$ cat src/rtl/stt_pkg.sv
package stt_pkg;

    localparam longint unsigned MAX_TEXT_LENGTH_DEF = 64'd65535;
    localparam int unsigned     QUEUE_DEPTH_DEF     = 4;

    localparam int unsigned POS_W = 16;
    localparam int unsigned LEN_W = 16;

    typedef enum logic [2:0] {
        KIND_ID      = 3'd0,
        KIND_INT     = 3'd1,
        KIND_BINOP   = 3'd2,
        KIND_ASSIGN  = 3'd3,
        KIND_NEWLINE = 3'd4,
        KIND_ERROR   = 3'd5
    } t_kind;

    localparam logic [7:0] CH_NL    = 8'h0A;
    localparam logic [7:0] CH_TAB   = 8'h09;
    localparam logic [7:0] CH_SPACE = 8'h20;
    localparam logic [7:0] CH_EQ    = 8'h3D;
    localparam logic [7:0] CH_STAR  = 8'h2A;
    localparam logic [7:0] CH_SLASH = 8'h2F;
    localparam logic [7:0] CH_PLUS  = 8'h2B;
    localparam logic [7:0] CH_MINUS = 8'h2D;
    localparam logic [7:0] CH_PCT   = 8'h25;
    localparam logic [7:0] CH_GT    = 8'h3E;
    localparam logic [7:0] CH_LT    = 8'h3C;
    localparam logic [7:0] CH_BANG  = 8'h21;

    typedef struct packed {
        t_kind              kind;
        logic [POS_W-1:0]   start;
        logic [LEN_W-1:0]   length;
    } t_token;

    // tokens caused by one character, oldest in tok0
    typedef struct packed {
        logic   two;
        t_token tok0;
        t_token tok1;
    } t_pair;

endpackage

$ cat src/rtl/stt_front.sv
module stt_front #(
    parameter longint unsigned MAX_TEXT_LENGTH = stt_pkg::MAX_TEXT_LENGTH_DEF
) (
    input  logic           i_clk,
    input  logic           i_rst_n,
    input  logic           i_accept,
    input  logic [7:0]     i_text_char,
    input  logic           i_end_of_text,
    output logic           o_push,
    output stt_pkg::t_pair o_pair
);

    localparam logic [stt_pkg::POS_W-1:0] POS_CAP =
        (MAX_TEXT_LENGTH < 64'd65535) ? stt_pkg::POS_W'(MAX_TEXT_LENGTH) : 16'hFFFF;

    typedef enum logic [2:0] {
        M_IDLE  = 3'd0,
        M_IDENT = 3'd1,
        M_INT   = 3'd2,
        M_OPER  = 3'd3,
        M_SKIP  = 3'd4
    } t_mode;

    t_mode                      r_mode, n_mode;
    logic [stt_pkg::POS_W-1:0]  r_begin, n_begin;
    logic [stt_pkg::POS_W-1:0]  r_pos;

    logic is_letter, is_digit, is_op, is_nl, is_blank;
    logic sc_emit, sc_set, use_sc;
    stt_pkg::t_kind sc_kind;
    t_mode sc_mode;
    logic a_v, b_v, c_v;
    stt_pkg::t_token a_tok, b_tok, c_tok;

    function automatic logic [stt_pkg::LEN_W-1:0] clamp_len(
        input logic [stt_pkg::POS_W:0]   fin,
        input logic [stt_pkg::POS_W-1:0] beg
    );
        logic [stt_pkg::POS_W:0] d;
        d = fin - {1'b0, beg};
        if (d == '0) begin
            clamp_len = 16'd1;
        end else if (d[stt_pkg::POS_W]) begin
            clamp_len = 16'hFFFF;
        end else begin
            clamp_len = d[stt_pkg::LEN_W-1:0];
        end
    endfunction

    always_comb begin
        is_letter = (i_text_char >= 8'h41 && i_text_char <= 8'h5A) ||
                    (i_text_char >= 8'h61 && i_text_char <= 8'h7A);
        is_digit  = (i_text_char >= 8'h30 && i_text_char <= 8'h39);
        is_op     = (i_text_char == stt_pkg::CH_PLUS)  || (i_text_char == stt_pkg::CH_MINUS) ||
                    (i_text_char == stt_pkg::CH_STAR)  || (i_text_char == stt_pkg::CH_SLASH) ||
                    (i_text_char == stt_pkg::CH_PCT)   || (i_text_char == stt_pkg::CH_GT)    ||
                    (i_text_char == stt_pkg::CH_LT)    || (i_text_char == stt_pkg::CH_EQ)    ||
                    (i_text_char == stt_pkg::CH_BANG);
        is_nl     = (i_text_char == stt_pkg::CH_NL);
        is_blank  = (i_text_char == stt_pkg::CH_SPACE) || (i_text_char == stt_pkg::CH_TAB);

        // what a character does with no token pending
        sc_emit = 1'b0;
        sc_set  = 1'b0;
        sc_kind = stt_pkg::KIND_NEWLINE;
        sc_mode = M_IDLE;
        if (is_nl) begin
            sc_emit = 1'b1;
        end else if (is_blank) begin
            sc_emit = 1'b0;
        end else if (is_op) begin
            sc_mode = M_OPER;
            sc_set  = 1'b1;
        end else if (is_letter) begin
            sc_mode = M_IDENT;
            sc_set  = 1'b1;
        end else if (is_digit) begin
            sc_mode = M_INT;
            sc_set  = 1'b1;
        end else begin
            sc_emit = 1'b1;
            sc_kind = stt_pkg::KIND_ERROR;
            sc_mode = M_SKIP;
        end

        a_v          = 1'b0;
        a_tok.kind   = stt_pkg::KIND_ID;
        a_tok.start  = r_begin;
        a_tok.length = clamp_len({1'b0, r_pos}, r_begin);
        use_sc       = 1'b0;
        n_mode       = r_mode;
        n_begin      = r_begin;

        case (r_mode)
            M_SKIP: begin
                use_sc = 1'b0;
            end
            M_IDENT: begin
                if (!(is_letter || is_digit)) begin
                    a_v    = 1'b1;
                    use_sc = 1'b1;
                end
            end
            M_INT: begin
                if (!is_digit) begin
                    a_v        = 1'b1;
                    a_tok.kind = stt_pkg::KIND_INT;
                    use_sc     = 1'b1;
                end
            end
            M_OPER: begin
                a_v = 1'b1;
                if (i_text_char == stt_pkg::CH_EQ) begin
                    a_tok.kind   = stt_pkg::KIND_ASSIGN;
                    a_tok.length = 16'd2;
                    n_mode       = M_IDLE;
                end else if (i_text_char == stt_pkg::CH_STAR ||
                             i_text_char == stt_pkg::CH_SLASH) begin
                    // operator followed by * or / is rejected
                    a_tok.kind   = stt_pkg::KIND_ERROR;
                    a_tok.length = 16'd2;
                    n_mode       = M_SKIP;
                end else begin
                    a_tok.kind   = stt_pkg::KIND_BINOP;
                    a_tok.length = 16'd1;
                    use_sc       = 1'b1;
                end
            end
            default: begin
                use_sc = 1'b1;
            end
        endcase

        if (use_sc) begin
            n_mode = sc_mode;
            if (sc_set) begin
                n_begin = r_pos;
            end
        end

        b_v          = use_sc && sc_emit;
        b_tok.kind   = sc_kind;
        b_tok.start  = r_pos;
        b_tok.length = 16'd1;

        // end of text flushes a pending token
        c_v          = i_end_of_text &&
                       (n_mode == M_IDENT || n_mode == M_INT || n_mode == M_OPER);
        c_tok.start  = n_begin;
        c_tok.kind   = stt_pkg::KIND_ID;
        c_tok.length = clamp_len({1'b0, r_pos} + 17'd1, n_begin);
        if (n_mode == M_INT) begin
            c_tok.kind = stt_pkg::KIND_INT;
        end else if (n_mode == M_OPER) begin
            c_tok.kind   = stt_pkg::KIND_BINOP;
            c_tok.length = 16'd1;
        end

        o_push     = i_accept && (a_v || b_v || c_v);
        o_pair.two = (a_v && b_v) || (a_v && c_v) || (b_v && c_v);
        if (a_v) begin
            o_pair.tok0 = a_tok;
            o_pair.tok1 = b_v ? b_tok : c_tok;
        end else if (b_v) begin
            o_pair.tok0 = b_tok;
            o_pair.tok1 = c_tok;
        end else begin
            o_pair.tok0 = c_tok;
            o_pair.tok1 = c_tok;
        end
    end

    always_ff @(posedge i_clk) begin
        if (!i_rst_n) begin
            r_mode  <= M_IDLE;
            r_begin <= '0;
            r_pos   <= '0;
        end else if (i_accept) begin
            if (i_end_of_text) begin
                r_mode  <= M_IDLE;
                r_begin <= '0;
                r_pos   <= '0;
            end else begin
                r_mode  <= n_mode;
                r_begin <= n_begin;
                if (r_pos < POS_CAP) begin
                    r_pos <= r_pos + 16'd1;
                end
            end
        end
    end

`ifndef NO_ASSERTIONS
    a_eot_resets: assert property (@(posedge i_clk) disable iff (!i_rst_n)
        i_accept && i_end_of_text |=> r_mode == M_IDLE && r_pos == '0)
        else $error("end of text did not return the scanner to idle");
    a_skip_holds: assert property (@(posedge i_clk) disable iff (!i_rst_n)
        i_accept && !i_end_of_text && r_mode == M_SKIP |=> r_mode == M_SKIP && !$past(o_push))
        else $error("skip mode left or produced a token before end of text");
    a_pos_capped: assert property (@(posedge i_clk) disable iff (!i_rst_n)
        r_pos <= POS_CAP && r_begin <= r_pos)
        else $error("position past its cap or token begin ahead of position");
`endif

endmodule

$ cat src/rtl/stt_queue.sv
module stt_queue #(
    parameter int unsigned DEPTH = stt_pkg::QUEUE_DEPTH_DEF
) (
    input  logic           i_clk,
    input  logic           i_rst_n,
    input  logic           i_push,
    input  stt_pkg::t_pair i_pair,
    output logic           o_full,
    input  logic           i_pop,
    output logic           o_nonempty,
    output stt_pkg::t_pair o_head
);

    localparam int unsigned PTR_W = (DEPTH > 1) ? $clog2(DEPTH) : 1;
    localparam int unsigned CNT_W = $clog2(DEPTH + 1);
    localparam logic [PTR_W-1:0] LAST_PTR = PTR_W'(DEPTH - 1);
    localparam logic [CNT_W-1:0] FULL_CNT = CNT_W'(DEPTH);

    stt_pkg::t_pair     r_mem [DEPTH];
    logic [PTR_W-1:0]   r_wr_ptr, r_rd_ptr;
    logic [CNT_W-1:0]   r_count;
    logic               do_pop;

    assign o_full     = (r_count == FULL_CNT);
    assign o_nonempty = (r_count != '0);
    assign o_head     = r_mem[r_rd_ptr];
    assign do_pop     = i_pop && o_nonempty;

    always_ff @(posedge i_clk) begin
        if (i_push) begin
            r_mem[r_wr_ptr] <= i_pair;
        end
    end

    always_ff @(posedge i_clk) begin
        if (!i_rst_n) begin
            r_wr_ptr <= '0;
            r_rd_ptr <= '0;
            r_count  <= '0;
        end else begin
            if (i_push) begin
                r_wr_ptr <= (r_wr_ptr == LAST_PTR) ? '0 : r_wr_ptr + PTR_W'(1);
            end
            if (do_pop) begin
                r_rd_ptr <= (r_rd_ptr == LAST_PTR) ? '0 : r_rd_ptr + PTR_W'(1);
            end
            if (i_push && !do_pop) begin
                r_count <= r_count + CNT_W'(1);
            end else if (!i_push && do_pop) begin
                r_count <= r_count - CNT_W'(1);
            end
        end
    end

`ifndef NO_ASSERTIONS
    a_no_overflow: assert property (@(posedge i_clk) disable iff (!i_rst_n)
        i_push |-> !o_full)
        else $error("request written into a full queue");
    a_count_range: assert property (@(posedge i_clk) disable iff (!i_rst_n)
        r_count <= FULL_CNT)
        else $error("queue count out of range");
`endif

endmodule

$ cat src/rtl/stt_back.sv
module stt_back (
    input  logic           i_clk,
    input  logic           i_rst_n,
    input  logic           i_nonempty,
    input  stt_pkg::t_pair i_head,
    output logic           o_pop_queue,
    output logic           empty,
    input  logic           pop,
    output logic [2:0]     o_token_kind,
    output logic [15:0]    o_token_start,
    output logic [15:0]    o_token_length,
    output logic           o_last_of_run
);

    logic           r_valid;
    logic           r_idx;
    stt_pkg::t_pair r_pair;
    logic           take, load;
    stt_pkg::t_token cur;

    assign take        = pop && r_valid;
    // the pair is done when its last token leaves
    assign load        = !r_valid || (take && (r_idx || !r_pair.two));
    assign o_pop_queue = load && i_nonempty;

    assign cur            = r_idx ? r_pair.tok1 : r_pair.tok0;
    assign empty          = !r_valid;
    assign o_token_kind   = cur.kind;
    assign o_token_start  = cur.start;
    assign o_token_length = cur.length;
    assign o_last_of_run  = r_idx || !r_pair.two;

    always_ff @(posedge i_clk) begin
        if (load) begin
            r_pair <= i_head;
        end
    end

    always_ff @(posedge i_clk) begin
        if (!i_rst_n) begin
            r_valid <= 1'b0;
            r_idx   <= 1'b0;
        end else if (load) begin
            r_valid <= i_nonempty;
            r_idx   <= 1'b0;
        end else if (take) begin
            r_idx <= 1'b1;
        end
    end

`ifndef NO_ASSERTIONS
    a_second_only_of_two: assert property (@(posedge i_clk) disable iff (!i_rst_n)
        r_idx |-> r_valid && r_pair.two)
        else $error("second token shown for a single-token pair");
    a_idx_after_first: assert property (@(posedge i_clk) disable iff (!i_rst_n)
        $rose(r_idx) |-> $past(take) && !$past(r_idx))
        else $error("second token selected without taking the first");
`endif

endmodule

$ cat src/rtl/source_text_tokenizer.sv
// a token is written into the queue at the edge that accepts the character completing it
// and is then registered into the output stage, where it is on the result ports and can be popped
// throughput: one character per cycle on the input while full is low, one token per cycle
// on the output; a character that completes two tokens holds the output for both in turn, and a
// 4-entry queue between scanner and output stage absorbs those bursts
// reset: synchronous, active low; clears scanner state, position, queue and output stage
module source_text_tokenizer #(
    parameter longint unsigned MAX_TEXT_LENGTH = stt_pkg::MAX_TEXT_LENGTH_DEF,
    parameter int unsigned     QUEUE_DEPTH     = stt_pkg::QUEUE_DEPTH_DEF
) (
    input  logic        i_clk,
    input  logic        i_rst_n,
    input  logic        push,
    output logic        full,
    input  logic [7:0]  i_text_char,
    input  logic        i_end_of_text,
    output logic        empty,
    input  logic        pop,
    output logic [2:0]  o_token_kind,
    output logic [15:0] o_token_start,
    output logic [15:0] o_token_length,
    output logic        o_last_of_run
);

    logic           accept;
    logic           q_push, q_pop, q_nonempty;
    stt_pkg::t_pair q_in, q_head;

    assign accept = push && !full;

    stt_front #(
        .MAX_TEXT_LENGTH(MAX_TEXT_LENGTH)
    ) u_front (
        .i_clk         (i_clk),
        .i_rst_n       (i_rst_n),
        .i_accept      (accept),
        .i_text_char   (i_text_char),
        .i_end_of_text (i_end_of_text),
        .o_push        (q_push),
        .o_pair        (q_in)
    );

    stt_queue #(
        .DEPTH(QUEUE_DEPTH)
    ) u_queue (
        .i_clk      (i_clk),
        .i_rst_n    (i_rst_n),
        .i_push     (q_push),
        .i_pair     (q_in),
        .o_full     (full),
        .i_pop      (q_pop),
        .o_nonempty (q_nonempty),
        .o_head     (q_head)
    );

    stt_back u_back (
        .i_clk          (i_clk),
        .i_rst_n        (i_rst_n),
        .i_nonempty     (q_nonempty),
        .i_head         (q_head),
        .o_pop_queue    (q_pop),
        .empty          (empty),
        .pop            (pop),
        .o_token_kind   (o_token_kind),
        .o_token_start  (o_token_start),
        .o_token_length (o_token_length),
        .o_last_of_run  (o_last_of_run)
    );

endmodule
$ cat config.mk
export PLATFORM = sky130hd
export DESIGN_NAME = source_text_tokenizer
export DESIGN_NICKNAME = d
export VERILOG_FILES = /design/src/rtl/stt_pkg.sv /design/src/rtl/stt_front.sv /design/src/rtl/stt_queue.sv /design/src/rtl/stt_back.sv /design/src/rtl/source_text_tokenizer.sv
export SDC_FILE = /design/constraint.sdc
export NUM_CORES = 1
export LEC_CHECK = 0
export BUFFER_PORTS_ARGS = -buffer_cell sky130_fd_sc_hd__buf_4
export CORE_ASPECT_RATIO = 0.5
export CORE_MARGIN = 2
export CORE_UTILIZATION = 41
export DETAILED_ROUTE_END_ITERATION = 10
export PLACE_DENSITY = 0.62
export SYNTH_ARGS = -nofsm -noshare
export SYNTH_HDL_FRONTEND = slang
export SYNTH_HIERARCHICAL = 1
export SYNTH_SLANG_ARGS = --single-unit
export TNS_END_PERCENT = 100
$ cat constraint.sdc
create_clock -name i_clk -period 7.3 [get_ports i_clk]
set_input_delay 0.365 -clock i_clk [delete_from_list [all_inputs] [get_ports i_clk]]
set_output_delay 0.365 -clock i_clk [all_outputs]
set_load 0.05 [all_outputs]
=== Word-level counts from Yosys, hierarchy flattened ===
Memory sizes are Yosys's and may differ from the RTL's. A register that Yosys moved wholly into a read port is not among the register bits.
Cells that the tools add are included.

* Word-level logic and storage cells: 155
* Memories: 1
* Input bits: 13
* Bits in writable memories: 284
* Register bits after elaboration: 44
* Output and inout port bits: 38

* Bitwise operators: 1
* Reductions and logical operators: 48
* Eq/ne operators: 22
* Muxes and demuxes: 60
* Magnitude comparators: 7
* $add $sub $neg: 8

{| class="wikitable"
|+ Memories
! memory !! words !! width !! read ports !! clocked after Yosys merged registers in !! write ports !! RTL line !! RTL
|-
| u_queue.r_mem || 4 || 71 || 1 || 1 || 1 || stt_queue.sv:19 || <nowiki>stt_pkg::t_pair r_mem [DEPTH];</nowiki>
|}

{| class="wikitable"
|+ Operators with widths
! operator !! count
|-
| 2-to-1 mux 16 bit || 13
|-
| 2-to-1 mux 70 bit || 2
|-
| equality test 8 x 6 -> 1 bit (second input constant) || 10
|-
| 2-to-1 mux 35 bit || 2
|-
| 2-to-1 mux 3 bit || 19
|-
| zero test 17 bit || 2
|-
| logical OR 1 bit || 20
|-
| adder 16 x 1 -> 17 bit (second input constant) || 1
|-
| 2-to-1 mux 1 bit || 17
|-
| subtractor 16 x 16 -> 17 bit || 1
|-
| subtractor 17 x 16 -> 17 bit || 1
|-
| adder 16 x 1 -> 16 bit (second input constant) || 1
|-
| equality test 8 x 4 -> 1 bit (second input constant) || 2
|-
| >= comparator 8 x 7 -> 1 bit (second input constant) || 2
|-
| <= comparator 8 x 7 -> 1 bit (second input constant) || 2
|-
| logical AND 1 bit || 16
|-
| < comparator 16 bit (second input constant) || 1
|-
| equality test 3 x 2 -> 1 bit (second input constant) || 4
|-
| >= comparator 8 x 6 -> 1 bit (second input constant) || 1
|-
| <= comparator 8 x 6 -> 1 bit (second input constant) || 1
|-
| 2-to-1 mux 2 bit || 4
|-
| equality test 3 x 1 -> 1 bit (second input constant) || 2
|-
| equality test 3 bit (second input constant) || 2
|-
| case mux 3 bit (2 select lines) || 1
|-
| 12 further kinds || 19
|}

=== Depth between registers and ports, before layout ===
Gate-level depths: netlist of the first run.

* Depth in word-level cells: 23
* Mapped depth: 21
* Depth with buffers taken out: 19

=== Hierarchy ===
Netlist of the first run, hierarchy kept.

{| class="wikitable"
|+ By module, submodules not included
! module !! area each (sq um) !! sequential area each (sq um) !! instances !! cells an instance
|-
| stt_queue || 10780.3 || 8708.4 || 1 || 417
|-
| stt_front || 4941.0 || 700.7 || 1 || 689
|-
| stt_back || 2673.8 || 2172.1 || 1 || 121
|-
| source_text_tokenizer || 13.8 || 0.0 || 1 || 1
|}

=== Worst setup path after synthesis of the first run ===
OpenSTA, ideal clock, no wires.

* Path type: input -> register
* Start point: input port i_text_char[1]
* End point: memory u_queue/r_mem[0][35] (netlist bit), data pin
* Buffers on the path: 3
* Cell stages on the path: 19
* Slack: 2542 ps
* Setup time: 192 ps
* Arrival: 4565 ps
* Required time: 7108 ps
* Path through: buf_2 a21oi_1 o21ai_1 o311a_4 a311oi_4 or2_1 buf_2 mux2i_1 ha_1 ha_1 clkbuf_1 and3_1 and3_1 a2111oi_0 o31ai_1 o211ai_1 and4b_1 or4b_1 a22oi_1

{| class="wikitable"
|+ RTL lines
! element !! RTL line !! RTL
|-
| from (decl) || source_text_tokenizer.sv:15 || <nowiki>input logic [7:0] i_text_char,</nowiki>
|-
| to (decl) || stt_queue.sv:19 ||
|}

==> results.env, run 1 <==
STATUS='finished, final reports clean'
LEADING_REGISTER_CELL_TYPE_OUT_OF_SYNTHESIS='edfxtp_1'
CLK_PIN_SLEW_PS=60
ROWS=54
NUMBER_OF_ENABLE_FLIP_FLOP_CELLS_AFTER_SYNTHESIS=355
VDD_IR_DROP_MAX_mV=0.156
CTS.REPAIR.RESIZED=0
FIN_NETS=1326
INSERTION_DELAY_PS=530
TRITONCTS.NUM_BUFFERS=38
WIRELENGTH_UM=41000
SYNTH.LIB_CELLS_USED.DISTINCT=76
YOSYSWARNINGCOUNT=6
MOST-COMMON-LAYOUT-CELLS='edfxtp_1 (355), nor2_1 (70), mux4_2 (70)'
CRITICAL_PATH_PEAK_FANOUT=26
CTS_SETUP_BUFFERS=0
MAXCAPVIOLCOUNT=0
VIAS_PER_CELL=5.63
P_LEAK_nW=7.21
FINAL_ANTENNA_NET_COUNT=0
CRITICAL_PATH_TYPE='flip-flop to flip-flop'
HOLD_VIOL_FINAL=0
GRT_ANTENNA_BEFORE_REPAIR=0
POWER_DENSITY_nW_PER_UM2=322
SYN-MEAN-INSTANCE-AREA_UM2=15.0
CTS_BUFFER_DEPTH=3
DIEHEIGHT_UM=154
MAX_CLOCK_FREQ_GHz=0.173
CRITPATHLAUNCHTYPE='flip-flop'
LAYOUT-DRIVE-GT1-SHARE_PCT=21.8
TOTAL_POWER_W=0.00659
DP_HPWL_UM=26900
FIRST_GLOBAL_VIAS=10700
GRT_FIRST_PASS_WIRELENGTH_UM=63600
GP_CONGESTION=0.965
MAXSLEWVIOLCOUNT=0
FLOORPLAN_CORE_AREA_UM2=43900
SLEW_HEADROOM_PCT=24.8
POST_SYNTH_INSTANCE_AREA_UM2=18400
INSERTEDDIODECOUNT=0
POST-ROUTE-DRC-COUNT=0
TIGHTEST_SLEW_PS=1130
REG2REGPATHDEPTH=15
MOST_COMMON_LIBRARY_CELL_IN_THE_LAYOUT_IGNORING_FILL_AND_TAPS='edfxtp_1'
SYNTHDOMINANTCELLAREASHARE_PCT=57.9
SYNTH_CELLS=1228
VIAS=10600
CLOCKROOTBUFFER='clkbuf_16'
TIMING.CRITICAL_PATH.TO_TYPE='flip-flop'
GRT_SETUP_UNREPAIRED='false'
POST_CTS_HOLD_BUFFER_COUNT=0
FINALWORSTPATHREQUIREDPERIOD_PS=5790
HOLD_DEPTH=3
CRITICAL_PATH_ARRIVAL_PS=6110
LAYOUT_WORST_PATH_CYCLE_SHARE_PCT=79.3
DRT-INITIAL-DRC-COUNT=842
DIE_AREA_UM2=46700
WORST_EP_REQUIRED_TIME_PS=7630
CRIT_FAMILY='simple AND/OR/NAND/NOR gates'
SYNTH_SEQ_CELLS=401
CELLS_ALONG_THE_CRITICAL_PATH='nor2b_1 > o311a_4 > a311oi_4 > or2_1 > mux2i_1 > ha_1 > ha_1 > and3_1 > and3_1 > a2111oi_0 > o31ai_1 > o211ai_1 > and4b_1 > or4b_1 > a22oi_1'
HOLD_PATH.CLASS='input pin to flip-flop'
DIE_WIDTH_UM=304
SYNTH-SEQ-AREA-SHARE_PCT=62.9
FLOORPLAN.INITIALDENSITY_PCT=41.9
CRITPATHBUFINV=0
HTREEDEPTH=2
PLACE_WS_PS=1330
NUM_CLOCK_SINKS=401
FLOW.AREA_GROWTH_FROM_SYNTHESIS_PCT=11.0
DRT_PRE_ANTENNA_ITERS=5
NETLIST.TOP_CELL.BY_AREA='edfxtp_1'
BOUNDARYPINS=51
DETAIL_ROUTE.WL_PER_CELL_UM=21.8
TIMING.FINAL.WS_SETUP_PS=1510
GROUTE.USAGE.OVERALL_PCT=17.7
GRT_MAX_DEGREE=74
GLOBAL_ROUTE.OVERFLOW_TOTAL=0
COUNT_OF_FILLER_CELLS_INSERTED_IN_THE_LAYOUT=3780
SYNTH_ASYNC_SR_FLOP_SHARE_PCT=0
SYNTH_NETS=1288
NUMBER_OF_STAGES_ON_THE_WORST_SETUP_PATH=15
TRITONCTS='yes'
SETUP_VIOLATIONS=0
SETUP_TOTAL_NEGATIVE_SLACK_PS=0
COUNT_OF_BUFFERS_INSERTED_AT_THE_TOP_LEVEL_PORTS=50
SYNTH_TOP_CELLS_BY_AREA='edfxtp_1 (58%), mux4_2 (8.6%), dfxtp_1 (5.0%)'
MAX_STAGE_DELAY_PS=840
CPMAXSTAGEDELAYCELL='or2_1'
FINCLKSKEW_PS=12.9
-- kinds of logic after synthesis --
| kind of cell | after synthesis | share of synthesized area (%) |
|---|---|---|
| xor gates and xnor gates | 44 | 2.09 |
| buffers and inverters | 104 | 3.08 |
| AOI/OAI and AO/OA | 199 | 7.23 |
| adders and majority gates | 47 | 3.32 |
| muxes | 142 | 13.0 |
| DFF | 401 | 62.9 |
| and+or+nand+nor | 291 | 8.38 |
-- layout make-up --
cell class	count	area [um2]	area share, %
Inverter	42	158	0.771
Sequential cell	401	11600	56.7
Clock inverter	19	204	0.998
Clock buffer	48	1020	4.99
Multi-Input combinational cell	723	6280	30.7
Tap cell	588	736	3.60
Timing Repair Buffer	60	450	2.20
-- cells in the mapped netlist, types with 13 or more instances --
library cell	number
mux2_2	62
inv_1	40
nand2_1	55
and2_1	18
nor2b_1	35
xnor2_1	13
and3_1	18
xor2_1	31
a21oi_1	40
ha_1	44
o21ai_0	51
nor2_1	70
edfxtp_1	355
clkbuf_1	26
dfxtp_1	46
nor3_1	19
a22oi_1	13
nand3_1	13
mux4_2	70
buf_2	20
-- registers in the layout (all words and copies together) (netlist names), 2 cells and up, named ones only --
| signal | cells |
|---|---|
| u_back/r_pair | 71 |
| u_queue/r_rd_ptr | 2 |
| u_front/r_begin | 16 |
| u_queue/r_wr_ptr | 2 |
| u_front/r_mode | 3 |
| u_front/r_pos | 16 |
| u_queue/r_mem | 284 |
| u_queue/r_count | 3 |
-- through the flow --
step,instances,hold WS (ps),utilization (%),area (um2)
after detailed placement,1814,466,43.7,19200
final,1881,207,46.5,20400
after floorplan,1228,452,-,18400
after global routing,1881,218,46.5,20400
after CTS,1881,187,46.5,20400
after global placement,1814,460,43.7,19200
-- per-layer routing --
| metal | global-route usage, % | wire length, um | vias to the layer above |
|---|---|---|---|
| met5 | 0 | 0 | - |
| met4 | 3.17 | 446 | 0 |
| met3 | 3.09 | 2150 | 36 |
| met2 | 27.3 | 18300 | 268 |
| met1 | 26.5 | 20100 | 5467 |
| li1 | - | - | 4814 |
-- report_power, final --
part           switching, W  total (W)  internal [W]
clock network      0.000832    0.00197       0.00114
registers          0.000154    0.00308       0.00293
logic              0.000934    0.00154      0.000603
-- worst paths after layout --
| path | start | endpoint | slack (ps) |
|---|---|---|---|
| worst max-delay path | u_front/r_mode[0] | u_queue/r_mem[0][35] | 1510 |
| worst min-delay path | pop | u_back/r_idx | 210 |
| worst max register to register | u_front/r_mode[0] | u_queue/r_mem[0][35] | 1510 |
| worst min register to register | u_back/r_valid | u_back/r_idx | 480 |
-- tightest hold or removal path: stages --
cell     delay [ps]
buf_4           100
mux2i_1          60
and3_1          170
Power figures use the tool's default switching activity.
==> run 2, diff against run 1 <==
Clock period 7.3 ns to 6.05 ns, I/O delays scaled along.
==> run 2 against run 1 <==
Worst setup slack lost 840 ps; worst hold slack got worse by 59 ps; clock skew rose by 4.8 ps; non-clock buffer count up 1; global-route usage up 0.76 points; utilization hardly changed; first-iteration DRC count increased by 6.1%; via count shrank 0.19%.
==> results.env, run 2 (synthesis gave the netlist of run 1 again) <==
HTREEDEPTH=2  # unchanged
TRITONCTS.NUM_BUFFERS=38  # unchanged
TRITONCTS='yes'
GROUTE.USAGE.OVERALL_PCT=18.4  # +0.76 points
DETAIL_ROUTE.WL_PER_CELL_UM=22.9  # +5.0%
FLOW.AREA_GROWTH_FROM_SYNTHESIS_PCT=11.0  # about the same
CTS_BUFFER_DEPTH=3  # unchanged
CRITICAL_PATH_PEAK_FANOUT=18  # -31%
LARGEST_REG_FLOPS=284  # unchanged
DRT_PRE_ANTENNA_ITERS=7  # +2
SETUP_VIOLATIONS=0  # unchanged
BOUNDARYPINS=51  # unchanged
CRITPATHLAUNCHTYPE='flip-flop'
SETUP_TOTAL_NEGATIVE_SLACK_PS=0  # unchanged
LAYOUT_WORST_PATH_CYCLE_SHARE_PCT=88.8  # +9.5 points
MAXCAPVIOLCOUNT=0  # unchanged
FIN_NETS=1327  # +0.075%
CTS_SETUP_BUFFERS=0  # unchanged
FIRST_GLOBAL_VIAS=10700  # -0.48%
CLK_PIN_SLEW_PS=70  # about the same
GRT_ANTENNA_BEFORE_REPAIR=2  # +2
WIRELENGTH_UM=43000  # +4.9%
VDD_IR_DROP_MAX_mV=0.174  # +12%
VIAS_PER_CELL=5.62  # -0.14%
MOST-COMMON-LAYOUT-CELLS='edfxtp_1 (355), nor2_1 (70), mux4_2 (70)'
WORST_EP_REQUIRED_TIME_PS=6380  # -1250 ps
GLOBAL_ROUTE.OVERFLOW_TOTAL=0  # unchanged
TIGHTEST_SLEW_PS=1060  # -65.3 ps
GRT_SETUP_UNREPAIRED='false'
CRITICAL_PATH_ARRIVAL_PS=5700  # -410 ps
REG_TOP3='u_queue/r_mem (284), u_back/r_pair (71)'
HOLD_VIOL_FINAL=0  # unchanged
INSERTION_DELAY_PS=540  # about the same
LAYOUT-DRIVE-GT1-SHARE_PCT=21.9  # +0.094 points
COUNT_OF_BUFFERS_INSERTED_AT_THE_TOP_LEVEL_PORTS=50  # unchanged
GRT_FIRST_PASS_WIRELENGTH_UM=65600  # +3.1%
MAX_CLOCK_FREQ_GHz=0.186  # +7.7%
DIEHEIGHT_UM=154  # unchanged
LARGEST_REGISTER='u_queue/r_mem'
DIE_AREA_UM2=46700  # unchanged
FINCLKSKEW_PS=17.7  # +4.82 ps
DRT-INITIAL-DRC-COUNT=893  # +6.1%
SLEW_HEADROOM_PCT=28.6  # +3.8 points
VIAS=10600  # -0.19%
FLOORPLAN.INITIALDENSITY_PCT=41.9  # unchanged
CLOCKROOTBUFFER='clkbuf_16'
MAXSLEWVIOLCOUNT=0  # unchanged
DP_HPWL_UM=29200  # +8.3%
P_LEAK_nW=7.19  # -0.21%
REG2REG_SETUP_SLACK_PS=680  # -840 ps
FINALWORSTPATHREQUIREDPERIOD_PS=5370  # -414 ps
POST-ROUTE-DRC-COUNT=0  # unchanged
FINAL_UTIL_PCT=46.5  # about the same
FLOORPLAN_CORE_AREA_UM2=43900  # unchanged
STATUS='finished, final reports clean'
FINAL.HOLD.WORST_SLACK_PS=148  # -59.0 ps
CRITICAL_PATH_TYPE='flip-flop to flip-flop'
HOLD_PATH.CLASS='input pin to flip-flop'
TIMING.CRITICAL_PATH.TO_TYPE='flip-flop'
POST_CTS_HOLD_BUFFER_COUNT=0  # unchanged
NUM_CLOCK_SINKS=401  # unchanged
INSERTEDDIODECOUNT=0  # unchanged
MOST_COMMON_LIBRARY_CELL_IN_THE_LAYOUT_IGNORING_FILL_AND_TAPS='edfxtp_1'
GP_CONGESTION=0.877  # -9.1%
POWER_DENSITY_nW_PER_UM2=386  # +20%
CTS.REPAIR.RESIZED=0  # unchanged
GRT_MAX_DEGREE=72  # -2.7%
ROWS=54  # unchanged
FINAL_ANTENNA_NET_COUNT=0  # unchanged
DIE_WIDTH_UM=304  # unchanged
-- run 2: cell types whose count changed in the layout (fill, tap and decap cells not counted), moves of 2 or more --
cell,change
buf_4,-2
clkbuf_1,-5
clkinvlp_4,+3
buf_12,+3
clkinv_1,+2
-- run 2: report_power, final --
| part | total, W | switching, W | internal (W) |
|---|---|---|---|
| Sequential | 0.00373 | 0.000203 | 0.00353 |
| Clock | 0.00231 | 0.00100 | 0.00131 |
| Combinational | 0.00184 | 0.00110 | 0.000737 |
| Total | 0.00788 | 0.00231 | 0.00557 |
-- run 2: per-stage QoR --
step                      instances  setup slack, ps  power (W)  cell area (um2)
after global routing           1880              290    0.00821            20400
after CTS                      1880              706    0.00800            20400
final                          1880              678    0.00788            20400
after floorplan                1228             1350    0.00521            18400
after global placement         1815              774    0.00563            19300
after detailed placement       1815              596    0.00567            19300
-- run 2: layer usage --
layer / share of wire, % / GRT usage (%) / up-vias
met5: 0 / 0 / -
met2: 44 / 27.8 / 258
li1: - / - / 4835
met3: 5.2 / 2.78 / 44
met1: 50 / 28.5 / 5428
met4: 1.2 / 3.29 / 0
-- run 2: worst paths after layout --
check                         start                    to  cells after the start
setup / recovery  u_front/r_mode[0]  u_queue/r_mem[0][35]                     18
hold / removal                  pop          u_back/r_idx                      3
setup reg to reg  u_front/r_mode[0]  u_queue/r_mem[0][35]                     18
hold reg to reg      u_back/r_valid          u_back/r_idx                      1
-- run 2: layout make-up --
cell class	count	area [um2]
fill	3803	23500
sequential	401	11600
multi-input combinational	723	6270
clock buffer	42	987
tap	588	736
timing repair buffer	61	495
clock inverter	23	200
inverter	42	158
-- run 2: worst max-delay path, stage by stage (launching register included) --
cell and delay (ps):
dfxtp_1 600, xor2_1 240, o311a_4 390, a311oi_4 100, nor2_1 390, mux2i_1 380, ha_1 300, inv_1 60
ha_1 180, inv_1 60, fa_1 420, nor2b_1 230, o2111ai_1 210, a21oi_1 290, o31ai_1 120, o211ai_1 220
and4b_1 210, or4b_1 460, a22oi_1 290
